--- config.mk ---
export PLATFORM = sky130hd
export DESIGN_NAME = fnv_hashed_probe_table_insert
export DESIGN_NICKNAME = d
export VERILOG_FILES = /design/src/rtl/core/fnvp_pkg.sv /design/src/rtl/core/fnvp_queue.sv /design/src/rtl/core/fnvp_front.sv /design/src/rtl/core/fnvp_back.sv /design/src/rtl/core/fnv_hashed_probe_table_insert.sv
export SDC_FILE = /design/constraint.sdc
export NUM_CORES = 1
export LEC_CHECK = 0
export ABC_AREA = 0
export ABC_CLOCK_PERIOD_IN_PS = 9800
export BUFFER_PORTS_ARGS = -buffer_cell sky130_fd_sc_hd__buf_4
export CAP_MARGIN = 30
export CORE_ASPECT_RATIO = 1.25
export CORE_MARGIN = 3
export CORE_UTILIZATION = 55
export CTS_BUF_LIST = sky130_fd_sc_hd__clkbuf_8
export CTS_CLUSTER_SIZE = 10
export DETAILED_ROUTE_END_ITERATION = 6
export PLACE_DENSITY = 0.81
export SLEW_MARGIN = 20
export SYNTH_ARGS = -nofsm -noshare
export SYNTH_HDL_FRONTEND = slang
export SYNTH_SLANG_ARGS = --single-unit
export TNS_END_PERCENT = 10
--- constraint.sdc ---
create_clock -name i_clk -period 9.8 [get_ports i_clk]
set_input_delay 0.98 -clock i_clk [delete_from_list [all_inputs] [get_ports i_clk]]
set_output_delay 0.98 -clock i_clk [all_outputs]
set_load 0.01 [all_outputs]
--- src/rtl/core/fnvp_pkg.sv ---
package fnvp_pkg;

    localparam int TABLE_SLOTS = 16;
    localparam int SLOT_W      = (TABLE_SLOTS > 1) ? $clog2(TABLE_SLOTS) : 1;
    localparam int CNT_W       = $clog2(TABLE_SLOTS + 1);
    localparam bit SLOTS_POW2  = ((TABLE_SLOTS & (TABLE_SLOTS - 1)) == 0);

    // remainder pass: one byte of (hash >> 1) per cycle, top byte first
    localparam int MOD_W      = SLOT_W + 8;
    localparam int MOD_CHUNKS = 8;
    localparam int CHUNK_W    = $clog2(MOD_CHUNKS);

    localparam int QUEUE_DEPTH = 2;
    localparam int QPTR_W      = (QUEUE_DEPTH > 1) ? $clog2(QUEUE_DEPTH) : 1;
    localparam int QCNT_W      = $clog2(QUEUE_DEPTH + 1);

    localparam logic [63:0] FNV_BASIS      = 64'hCBF2_9CE4_8422_2325;
    localparam logic [8:0]  FNV_MULT_LOW   = 9'h1B3;
    localparam int          FNV_MULT_SHIFT = 40;

    localparam logic [7:0] MARK_EMPTY = 8'hFF;
    localparam logic [7:0] FP_SUBST   = 8'hFE;
    localparam int         FP_SHIFT   = 57;

    localparam logic OP_CLEAR = 1'b0;
    localparam logic OP_BYTE  = 1'b1;

    localparam logic ST_INSERTED = 1'b0;
    localparam logic ST_FULL     = 1'b1;

    typedef enum logic {
        K_CLEAR,
        K_INSERT
    } t_kind;

    typedef struct packed {
        t_kind       kind;
        logic [63:0] hash;
        logic [31:0] key_ref;
        logic [63:0] entry_value;
    } t_cmd;

endpackage

--- src/rtl/core/fnvp_queue.sv ---
module fnvp_queue import fnvp_pkg::*; (
    input  logic i_clk,
    input  logic i_rst_n,
    input  logic i_push,
    input  t_cmd i_cmd,
    output logic o_full,
    output logic o_valid,
    output t_cmd o_cmd,
    input  logic i_pop
);

    t_cmd              r_buf [QUEUE_DEPTH];
    logic [QPTR_W-1:0] r_wr;
    logic [QPTR_W-1:0] r_rd;
    logic [QCNT_W-1:0] r_cnt;

    logic [QPTR_W-1:0] n_wr;
    logic [QPTR_W-1:0] n_rd;

    assign o_full  = (r_cnt == QCNT_W'(QUEUE_DEPTH));
    assign o_valid = (r_cnt != '0);
    assign o_cmd   = r_buf[r_rd];

    assign n_wr = (r_wr == QPTR_W'(QUEUE_DEPTH - 1)) ? '0 : r_wr + 1'b1;
    assign n_rd = (r_rd == QPTR_W'(QUEUE_DEPTH - 1)) ? '0 : r_rd + 1'b1;

    always_ff @(posedge i_clk) begin
        if (!i_rst_n) begin
            r_wr  <= '0;
            r_rd  <= '0;
            r_cnt <= '0;
        end else begin
            if (i_push) begin
                r_wr <= n_wr;
            end
            if (i_pop) begin
                r_rd <= n_rd;
            end
            if (i_push && !i_pop) begin
                r_cnt <= r_cnt + 1'b1;
            end else if (i_pop && !i_push) begin
                r_cnt <= r_cnt - 1'b1;
            end
        end
    end

    always_ff @(posedge i_clk) begin
        if (i_push) begin
            r_buf[r_wr] <= i_cmd;
        end
    end

endmodule

--- src/rtl/core/fnvp_front.sv ---
module fnvp_front import fnvp_pkg::*; (
    input  logic         i_clk,
    input  logic         i_rst_n,
    input  logic         i_s_tvalid,
    output logic         o_s_tready,
    input  logic [103:0] i_s_tdata,
    input  logic         i_s_tlast,
    input  logic         i_s_tuser,
    input  logic         i_q_full,
    output logic         o_q_push,
    output t_cmd         o_q_cmd
);

    function automatic logic [63:0] fnv_step(input logic [63:0] h, input logic [7:0] b);
        logic [63:0] m;
        m = h ^ {56'd0, b};
        return (m << FNV_MULT_SHIFT) + (m * {55'd0, FNV_MULT_LOW});
    endfunction

    logic [63:0] r_hash;
    logic [63:0] n_hash;
    logic        accept;
    logic        key_done;

    assign o_s_tready = !i_q_full;
    assign accept     = i_s_tvalid && !i_q_full;
    assign n_hash     = fnv_step(r_hash, i_s_tdata[7:0]);
    assign key_done   = (i_s_tuser == OP_CLEAR) || i_s_tlast;
    assign o_q_push   = accept && key_done;

    assign o_q_cmd.kind        = (i_s_tuser == OP_BYTE) ? K_INSERT : K_CLEAR;
    assign o_q_cmd.hash        = n_hash;
    assign o_q_cmd.key_ref     = i_s_tdata[39:8];
    assign o_q_cmd.entry_value = i_s_tdata[103:40];

    always_ff @(posedge i_clk) begin
        if (!i_rst_n) begin
            r_hash <= FNV_BASIS;
        end else if (accept) begin
            r_hash <= key_done ? FNV_BASIS : n_hash;
        end
    end

endmodule

--- src/rtl/core/fnvp_back.sv ---
module fnvp_back import fnvp_pkg::*; (
    input  logic        i_clk,
    input  logic        i_rst_n,
    input  logic        i_q_valid,
    input  t_cmd        i_q_cmd,
    output logic        o_q_pop,
    output logic        o_m_tvalid,
    input  logic        i_m_tready,
    output logic [23:0] o_m_tdata,
    output logic        o_m_tuser
);

    typedef enum logic [1:0] {
        S_IDLE,
        S_MOD,
        S_PROBE
    } t_state;

    function automatic logic [7:0] fingerprint(input logic [63:0] h);
        logic [7:0] f;
        f = {1'b1, h[FP_SHIFT +: 7]};
        return (f == MARK_EMPTY) ? FP_SUBST : f;
    endfunction

    function automatic logic [SLOT_W-1:0] mod_step(input logic [SLOT_W-1:0] rem,
                                                   input logic [7:0] c);
        logic [MOD_W-1:0] t;
        logic [MOD_W-1:0] d;
        t = {rem, c};
        for (int k = 7; k >= 0; k--) begin
            d = MOD_W'(TABLE_SLOTS) << k;
            if (t >= d) begin
                t = t - d;
            end
        end
        return t[SLOT_W-1:0];
    endfunction

    t_state               r_state;
    logic [TABLE_SLOTS-1:0] r_used;
    logic [CNT_W-1:0]     r_count;
    logic [SLOT_W-1:0]    r_idx;
    logic [63:0]          r_q;
    logic [CHUNK_W-1:0]   r_chunk;
    logic [7:0]           r_fp;
    logic [31:0]          r_key;
    logic [63:0]          r_val;

    logic                 r_out_valid;
    logic                 r_out_status;
    logic [3:0]           r_out_slot;
    logic [7:0]           r_out_fp;
    logic [4:0]           r_out_count;

    logic [7:0]           r_mark_mem [TABLE_SLOTS];
    logic [31:0]          r_key_mem  [TABLE_SLOTS];
    logic [63:0]          r_val_mem  [TABLE_SLOTS];

    logic                 out_free;
    logic                 is_full;
    logic                 slot_free;
    logic                 store;
    logic                 emit;
    logic [SLOT_W-1:0]    n_idx;
    logic [SLOT_W-1:0]    n_rem;
    logic [CNT_W-1:0]     n_count;
    logic [SLOT_W+3:0]    slot_ext;
    logic [CNT_W+4:0]     count_ext;

    assign out_free  = !r_out_valid || i_m_tready;
    assign is_full   = (r_count == CNT_W'(TABLE_SLOTS));
    assign o_q_pop   = (r_state == S_IDLE) && i_q_valid &&
                       !((i_q_cmd.kind == K_INSERT) && is_full && !out_free);
    assign slot_free = !r_used[r_idx];
    assign store     = (r_state == S_PROBE) && slot_free && out_free;
    assign emit      = (o_q_pop && (i_q_cmd.kind == K_INSERT) && is_full) || store;
    assign n_idx     = (r_idx == SLOT_W'(TABLE_SLOTS - 1)) ? '0 : r_idx + 1'b1;
    assign n_rem     = mod_step(r_idx, r_q[63:56]);
    assign n_count   = r_count + 1'b1;
    assign slot_ext  = {4'd0, r_idx};
    assign count_ext = {5'd0, n_count};

    assign o_m_tvalid = r_out_valid;
    assign o_m_tuser  = r_out_status;
    assign o_m_tdata  = {7'd0, r_out_count, r_out_fp, r_out_slot};

    always_ff @(posedge i_clk) begin
        if (!i_rst_n) begin
            r_state     <= S_IDLE;
            r_used      <= '0;
            r_count     <= '0;
            r_out_valid <= 1'b0;
        end else begin
            if (emit) begin
                r_out_valid <= 1'b1;
            end else if (r_out_valid && i_m_tready) begin
                r_out_valid <= 1'b0;
            end
            unique case (r_state)
                S_IDLE: begin
                    if (o_q_pop) begin
                        if (i_q_cmd.kind == K_CLEAR) begin
                            r_used  <= '0;
                            r_count <= '0;
                        end else if (is_full) begin
                            r_used       <= '0;
                            r_count      <= '0;
                            r_out_status <= ST_FULL;
                            r_out_slot   <= '0;
                            r_out_fp     <= '0;
                            r_out_count  <= '0;
                        end else begin
                            r_fp    <= fingerprint(i_q_cmd.hash);
                            r_key   <= i_q_cmd.key_ref;
                            r_val   <= i_q_cmd.entry_value;
                            r_q     <= {1'b0, i_q_cmd.hash[63:1]};
                            r_chunk <= '0;
                            if (SLOTS_POW2) begin
                                r_idx   <= i_q_cmd.hash[SLOT_W:1];
                                r_state <= S_PROBE;
                            end else begin
                                r_idx   <= '0;
                                r_state <= S_MOD;
                            end
                        end
                    end
                end
                S_MOD: begin
                    r_idx   <= n_rem;
                    r_q     <= r_q << 8;
                    r_chunk <= r_chunk + 1'b1;
                    if (r_chunk == CHUNK_W'(MOD_CHUNKS - 1)) begin
                        r_state <= S_PROBE;
                    end
                end
                S_PROBE: begin
                    if (slot_free) begin
                        if (out_free) begin
                            r_used[r_idx] <= 1'b1;
                            r_count       <= n_count;
                            r_out_status  <= ST_INSERTED;
                            r_out_slot    <= slot_ext[3:0];
                            r_out_fp      <= r_fp;
                            r_out_count   <= count_ext[4:0];
                            r_state       <= S_IDLE;
                        end
                    end else begin
                        r_idx <= n_idx;
                    end
                end
                default: begin
                    r_state <= S_IDLE;
                end
            endcase
        end
    end

    always_ff @(posedge i_clk) begin
        if (store) begin
            r_mark_mem[r_idx] <= r_fp;
            r_key_mem[r_idx]  <= r_key;
            r_val_mem[r_idx]  <= r_val;
        end
    end

endmodule

--- src/rtl/core/fnv_hashed_probe_table_insert.sv ---
// Channel  Dir  tdata (low bit up)                        tlast     tuser
// s_axis   in   key_byte[7:0] key_ref[39:8] value[103:40]  key_end   opcode
// m_axis   out  slot[3:0] fingerprint[11:4] count[16:12]   -         status
//
// Key bytes without end are taken one per cycle unless the queue is full.
// A key's last byte is queued, then dequeued and probed slot by slot
// (1 to TABLE_SLOTS examined), after a start-index remainder pass when
// TABLE_SLOTS is not a power of two; a full table answers on dequeue.
// Reset clears the occupancy bits directly; no sweep.
// A two-entry command queue sits between hashing and probing; the input
// stalls only when it is full, probing stalls only on an untaken result.
module fnv_hashed_probe_table_insert import fnvp_pkg::*; (
    input  logic         i_clk,
    input  logic         i_rst_n,
    input  logic         i_s_tvalid,
    output logic         o_s_tready,
    input  logic [103:0] i_s_tdata,  // key_byte, key_ref, entry_value
    input  logic         i_s_tlast,  // key_end
    input  logic         i_s_tuser,  // opcode
    output logic         o_m_tvalid,
    input  logic         i_m_tready,
    output logic [23:0]  o_m_tdata,  // slot, fingerprint, entry_count, zero pad
    output logic         o_m_tuser   // status
);

    logic q_push;
    logic q_full;
    logic q_valid;
    logic q_pop;
    t_cmd q_in;
    t_cmd q_out;

    fnvp_front u_front (
        .i_clk      (i_clk),
        .i_rst_n    (i_rst_n),
        .i_s_tvalid (i_s_tvalid),
        .o_s_tready (o_s_tready),
        .i_s_tdata  (i_s_tdata),
        .i_s_tlast  (i_s_tlast),
        .i_s_tuser  (i_s_tuser),
        .i_q_full   (q_full),
        .o_q_push   (q_push),
        .o_q_cmd    (q_in)
    );

    fnvp_queue u_queue (
        .i_clk   (i_clk),
        .i_rst_n (i_rst_n),
        .i_push  (q_push),
        .i_cmd   (q_in),
        .o_full  (q_full),
        .o_valid (q_valid),
        .o_cmd   (q_out),
        .i_pop   (q_pop)
    );

    fnvp_back u_back (
        .i_clk      (i_clk),
        .i_rst_n    (i_rst_n),
        .i_q_valid  (q_valid),
        .i_q_cmd    (q_out),
        .o_q_pop    (q_pop),
        .o_m_tvalid (o_m_tvalid),
        .i_m_tready (i_m_tready),
        .o_m_tdata  (o_m_tdata),
        .o_m_tuser  (o_m_tuser)
    );

endmodule

==> flow_summary.ini, run 1 <==
[placed_design]
placed_area_mm2 = 0.0180
io_buffers = 33
dp_hpwl_mm = 35.3
pre_cts_ws_ps = 2600
routabilityCongestion = 0.952

[die]
die_y_um = 205
io_pins = 137
die_w_um = 165
core_mm2 = 0.0311
fp-row-count = 72
die_area_mm2 = 0.0338
start_util_pct = 55.9

[critical_path]
crit_type = in2reg
crit_path_frequent_cell = ha_1
ff2ff_path_depth = 19
path_delay_family = adder cells
cp_max_fo = 6
cp_num_buf_inv = 2
worstPathArrival_ps = 7300
rr_startpoint = u_front.r_hash[3]$_SDFFE_PN0P_
max_stage_delay_ps = 770
slowest_stage = xnor2_1
r2r_end = u_front.r_hash[62]$_SDFFE_PN1P_
worstPathRequired_ps = 10150
crit_chain = buf_4 > xnor2_1 > inv_1 > ha_1 > xor2_1 > ha_1 > fa_1 > fa_1 > ha_1 > ha_1 > a21o_1 > a21oi_1 > nor3_1 > and3b_1 > o31a_1 > o22ai_1 > nor4b_1 > o211ai_1 > xor2_1 > a21o_1
r2r_setup_slack_ps = 3140
critPathCaptureType = flop
start_kind = input pin

[finish]
diodes = 0
nets = 2413
fin_util_pct = 59.0
synthToLayoutAreaGrowth_pct = 5.53
layout-drive-gt1-share_pct = 5.37
stdcell_area_mm2 = 0.0183

[global_routing]
met1_usage_pct = 30.3
grt_use_met2_pct = 45.7
track_usage_pct = 25.4
grt_pass1_vias = 13400
grt_antenna_before_repair = 0
globalRouteOverflowTotal = 0
grt_busiest_layer = met2
grt_pass1_wl_mm = 67.4
grtUsageMet3_pct = 2.83
grt_max_degree = 49

[routing]
wl_per_cell_um = 17.9
drc_errors = 0
dr.pass1.iters = 5
vias_per_cell = 5.51
ant_nets = 0
vias = 12700
dr.first_iter.drc_count = 745
routed_wl_mm = 41.2

[clock_network]
cts_num_sinks = 145
holdBufCountCts = 0
clkLatencyLatePin_ps = 460
htreeDepth = 4
cts_buffer_depth = 2
cts_resized = 0
cts_inserted_buffers = 17
tritoncts = yes
clk_pin_slew_ps = 90
post-cts-setup-buffer-count = 0
root_buffer = clkbuf_8

[yosys]
post-synth-top-count-cell = inv_1
ys_ff_latch = 145
ys_top_cells_by_area = fa_1 24%, ha_1 15%, dfxtp_1 11%
synth_top_flop_cell = dfxtp_1
synth.avg_cell_area_um2 = 9.24
synth_top_area_share_pct = 24.4
netlist_instances = 1882
synthArstFlopShare_pct = 0
yosysTopAreaCell = fa_1
ys_seq_area_share_pct = 19.7
synth_edf_count = 53
yosysUniqueCellTypes = 75
syn_area_mm2 = 0.0174
synth_warnings = 0
yosys-top-cells-count = 448 x inv_1, 212 x fa_1, 204 x ha_1

[worst_hold_path]
hold_path_class = reg2reg
hp-start = u_back.r_used[9]$_SDFFE_PN0P_
whs_endpoint = u_back.r_used[9]$_SDFFE_PN0P_
whs_path_depth = 2

[sta]
rsz0062_at_grt = false
clock_skew_ps = 23.6
maxSlewHeadroom_pct = 32.4
setup_ws_ps = 2840
hold_viol_final = 0
setup_viol = 0
min_period_ps = 6960
maxSlewViolCount = 0
clock.fmax_mhz = 144
worstMarginPinSlew_ps = 1010
setup_tns_ps = 0
period_share_pct = 71.0

[job]
cap_violations = 0

[outcome]
status = finished clean
kinds of logic after synthesis:
logic type               count (synthesis)  share of synthesized area [%]
buffers and inverters                  509                           11.2
adder cells (fa/ha/maj)                416                           39.1
AO/OA/AOI/OAI                          331                           12.4
AND/OR/NAND/NOR                        327                           9.23
flip-flops                             145                           19.7
XOR/XNOR                               133                           6.70
multiplexers                            20                           1.56
other                                    1                         0.0216
how the worst max path moves through the flow:
stage | slack (ps) | endpoint | startpoint | cells after the start
2_1_floorplan | 3800 | u_front.r_hash[61]$_SDFFE_PN0P_ | i_s_tdata[4] | 20
3_5_place_dp | 2600 | u_front.r_hash[62]$_SDFFE_PN1P_ | i_s_tdata[3] | 20
4_1_cts | 3070 | u_front.r_hash[62]$_SDFFE_PN1P_ | i_s_tdata[3] | 20
5_1_grt | 2650 | u_front.r_hash[62]$_SDFFE_PN1P_ | i_s_tdata[3] | 20
3_3_place_gp | 2610 | u_front.r_hash[62]$_SDFFE_PN1P_ | i_s_tdata[4] | 21
6_report | 2840 | u_front.r_hash[62]$_SDFFE_PN1P_ | i_s_tdata[3] | 20
worst min-delay path, cell delays in order, from the launching register on:
cell	delay, ps
dfxtp_1	330
a21oi_1	40
nor2_1	70
per-stage QoR:
| stage | hold slack (ps) | cells |
|---|---|---|
| finish | 471 | 2307 |
| global route | 507 | 2307 |
| CTS | 475 | 2307 |
| detailed placement | 449 | 2275 |
| global placement | 444 | 2272 |
| floorplan | 431 | 1888 |
state kept, by name, summed over array words and instances (netlist names), named ones only:
signal              cells
u_back.r_out_fp         8
u_back.r_count          5
u_queue.r_rd            1
u_back.r_out_count      5
u_back.r_out_slot       4
u_back.o_m_tuser        1
u_queue.r_buf          24
u_back.r_fp             7
u_front.r_hash         64
u_back.o_m_tvalid       1
u_back.r_used          16
u_queue.r_cnt           2
u_back.r_idx            4
u_back.r_state          1
u_queue.r_wr            1
cell type report:
class | count | area, µm²
fill | 2626 | 12700
multi-input combinational | 1234 | 12000
sequential | 145 | 3430
inverter | 448 | 1680
tap | 407 | 509
timing repair buffer | 41 | 308
clock buffer | 17 | 234
clock inverter | 15 | 156
cells in the final DEF, fill, tap and decap left out, types with 11 or more instances in the layout:
| master | instances |
|---|---|
| edfxtp_1 | 53 |
| xnor2_1 | 75 |
| xor2_1 | 58 |
| a21oi_1 | 104 |
| dfxtp_1 | 92 |
| nand2_1 | 93 |
| nand3_1 | 27 |
| a22oi_1 | 19 |
| ha_1 | 204 |
| and2_1 | 17 |
| inv_1 | 449 |
| o21ai_0 | 64 |
| nand4_1 | 13 |
| a21o_1 | 49 |
| nor2_1 | 81 |
| o21a_1 | 13 |
| nand2b_1 | 11 |
| clkbuf_8 | 17 |
| fa_1 | 212 |
| buf_4 | 41 |
| nor2b_1 | 43 |
metal layers:
metal,vias up,part of all wire [%],routed length [µm]
met3,109,4.2,1750
met4,0,4.5,1860
met2,369,52,21300
li1,6024,-,-
met1,6199,39,16200
met5,-,0,0
Power of run 1 is not shown: default switching activity piles up to over one toggle a cycle in this logic, so the estimate is an artifact.
==> inputs of run 2 (changes only) <==
--- a/config.mk
+++ b/config.mk
@@ -5,8 +5,8 @@
 export SDC_FILE = /design/constraint.sdc
 export NUM_CORES = 1
 export LEC_CHECK = 0
-export ABC_AREA = 0
-export ABC_CLOCK_PERIOD_IN_PS = 9800
+export ABC_AREA = 1
+export ABC_CLOCK_PERIOD_IN_PS = 6400
 export BUFFER_PORTS_ARGS = -buffer_cell sky130_fd_sc_hd__buf_4
 export CAP_MARGIN = 30
 export CORE_ASPECT_RATIO = 1.25
@@ -15,7 +15,7 @@
 export CTS_BUF_LIST = sky130_fd_sc_hd__clkbuf_8
 export CTS_CLUSTER_SIZE = 10
 export DETAILED_ROUTE_END_ITERATION = 6
-export PLACE_DENSITY = 0.81
+export PLACE_DENSITY = 0.84
 export SLEW_MARGIN = 20
 export SYNTH_ARGS = -nofsm -noshare
 export SYNTH_HDL_FRONTEND = slang
==> constraint.sdc (replaced) <==
create_clock -name i_clk -period 6.4 [get_ports i_clk]
set_input_delay 0.64 -clock i_clk [delete_from_list [all_inputs] [get_ports i_clk]]
set_output_delay 0.64 -clock i_clk [all_outputs]
set_load 0.01 [all_outputs]
==> run 2 against run 1 <==
Net effect: worst setup slack lost 2000 ps; via count increased by 32%; critical path depth increased by 4; synthesized cell count is 42% higher; clock skew rose by 11 ps; non-clock buffer count increased by 31; core utilization up 0.98 points; register-to-register slack worse by 2300 ps; design area grew 14%; cell count up 39%.
==> flow_summary.ini, run 2 <==
[finish]
layout_commonest_cell = inv_1
top_regs = u_front.r_hash x64, u_queue.r_buf x24, u_back.r_used x16
nets = 3254
diodes = 0
top_register = u_front.r_hash
synthToLayoutAreaGrowth_pct = 6.85
largest_reg_flops = 64
instances_no_fill = 3209
layout_common_cells = 745 x inv_1, 650 x nand2_1, 212 x fa_1, 204 x ha_1, 142 x a21oi_1
stdcell_area_mm2 = 0.0208
layout-drive-gt1-share_pct = 5.25

[clock_network]
cts_buffer_depth = 2
holdBufCountCts = 0
post-cts-setup-buffer-count = 0
cts_resized = 0
cts_inserted_buffers = 17
cts_num_sinks = 145
htreeDepth = 4
tritoncts = yes
clk_pin_slew_ps = 100
clkLatencyLatePin_ps = 520
root_buffer = clkbuf_8

[sta]
clock_skew_ps = 34.4
worstMarginPinSlew_ps = 801
hold_viol_final = 0
rsz0062_at_grt = false
setup_tns_ps = 0
setup_viol = 0
min_period_ps = 5520
period_share_pct = 86.2
setup_ws_ps = 885
maxSlewViolCount = 0
maxSlewHeadroom_pct = 46.6
clock.fmax_mhz = 181

[placed_design]
pre_cts_ws_ps = 545
placed_cells = 3175
routabilityCongestion = 1.03
dp_hpwl_mm = 51.4
io_buffers = 33
placed_area_mm2 = 0.0204

[die]
die_y_um = 216
die_area_mm2 = 0.0378
core_mm2 = 0.0347
start_util_pct = 56.2
io_pins = 137
die_w_um = 174
fp-row-count = 76

[routing]
vias = 16800
vias_per_cell = 5.24
ant_nets = 0
wl_per_cell_um = 18.6
dr.first_iter.drc_count = 1124
dr.pass1.iters = 5
routed_wl_mm = 59.7
drc_errors = 0

[critical_path]
worstPathRequired_ps = 6800
slowest_stage = xnor2_1
cp_max_fo = 4
crit_path_frequent_cell = nand2_1
worstPathArrival_ps = 5920
crit_type = reg2reg
start_kind = flop
max_stage_delay_ps = 580
critPathCaptureType = flop
crit_chain = xnor2_1 > inv_1 > ha_1 > fa_1 > ha_1 > inv_1 > fa_1 > inv_1 > ha_1 > inv_1 > fa_1 > inv_1 > nand3_1 > nand2_1 > nand2_1 > nand2_1 > buf_4 > nand3_1 > nand2_1 > nand3_1 > nand3_1 > nand2_1 > o21ai_1 > nand2_1

[job]
cap_violations = 0

[yosys]
syn_area_mm2 = 0.0195
synth_warnings = 0
synth_edf_count = 53
synth_top_flop_cell = dfxtp_1
synth.avg_cell_area_um2 = 7.31
synthArstFlopShare_pct = 0
synth_top_area_share_pct = 21.8
post-synth-top-count-cell = inv_1
yosys-top-cells-count = 746 x inv_1, 651 x nand2_1, 212 x fa_1
yosysUniqueCellTypes = 50
ys_top_cells_by_area = fa_1 22%, inv_1 14%, ha_1 13%
netlist_instances = 2666
ys_seq_area_share_pct = 17.6
yosysTopAreaCell = fa_1
ys_ff_latch = 145

[global_routing]
globalRouteOverflowTotal = 0
grt_pass1_wl_mm = 93.7
grt_pass1_vias = 17500
track_usage_pct = 32.5
grt_max_degree = 58
grt_antenna_before_repair = 1

[worst_hold_path]
hold_path_class = in2reg

[outcome]
status = finished clean
## run 2: cell types whose count changed in the layout (fill, tap and decap cells not counted), moves of 22 or more
cell     change
a21o_1      -45
a21oi_1     +38
buf_4       +27
inv_1      +296
nand2_1    +557
nand3_1     +80
nand4_1     +22
nor2_1      +51
nor2b_1     -43
o21ai_0     -35
xnor2_1     -50
## run 2: layer usage
| metal | global-route usage (%) | part of all wire [%] | up-vias |
|---|---|---|---|
| met1 | 34.6 | 36 | 7831 |
| met3 | 4.33 | 5.1 | 216 |
| met4 | 24.6 | 9.4 | 2 |
| li1 | - | - | 8127 |
| met5 | 0 | 0.070 | - |
| met2 | 58.1 | 50 | 645 |
## run 2: logic make-up (layout without fill, tap and decap cells)
logic type | Yosys count | in the layout | synth area share (%)
xor+xnor | 80 | 80 | 3.59
mux | 2 | 2 | 0.103
flops | 145 | 145 | 17.6
buf+inv | 790 | 859 | 15.6
simple gates | 994 | 994 | 21.3
compound gates | 238 | 238 | 6.91
fa+ha+maj | 416 | 416 | 34.9
other cells | 1 | 7 | 0.0192
## run 2: worst paths after layout
kind	from	to	slack, ps	cells after the start
max reg2reg	u_front.r_hash[6]$_SDFFE_PN0P_	u_front.r_hash[37]$_SDFFE_PN1P_	880	24
min	i_s_tuser	u_queue.r_buf[1][160]$_DFFE_PP_	350	1
min reg2reg	u_back.r_used[2]$_SDFFE_PN0P_	u_back.r_used[2]$_SDFFE_PN0P_	440	2
max	u_front.r_hash[6]$_SDFFE_PN0P_	u_front.r_hash[37]$_SDFFE_PN1P_	880	24
## run 2: area by class of cell
class,instances,area [µm²]
clock inverter,15,136
timing repair buffer,72,553
fill,3153,13900
clock buffer,17,234
multi-input combinational,1737,13100
tap,468,586
sequential,145,3430
inverter,755,2830
## run 2: stage by stage
stage	hold WS (ps)	utilization, %
floorplan	420	-
global placement	430	58.8
detailed placement	437	58.9
CTS	324	60.0
global route	323	60.0
finish	346	60.0
## run 2: critical path: cells and delay by family, from the launching register on
family / cells / cell delay [ps]
xor+xnor: 1 / 580
flops: 1 / 330
compound gates: 1 / 150
simple gates: 10 / 1210
buf+inv: 6 / 570
fa+ha+maj: 6 / 2570
Power of run 2 is left out for the same reason.
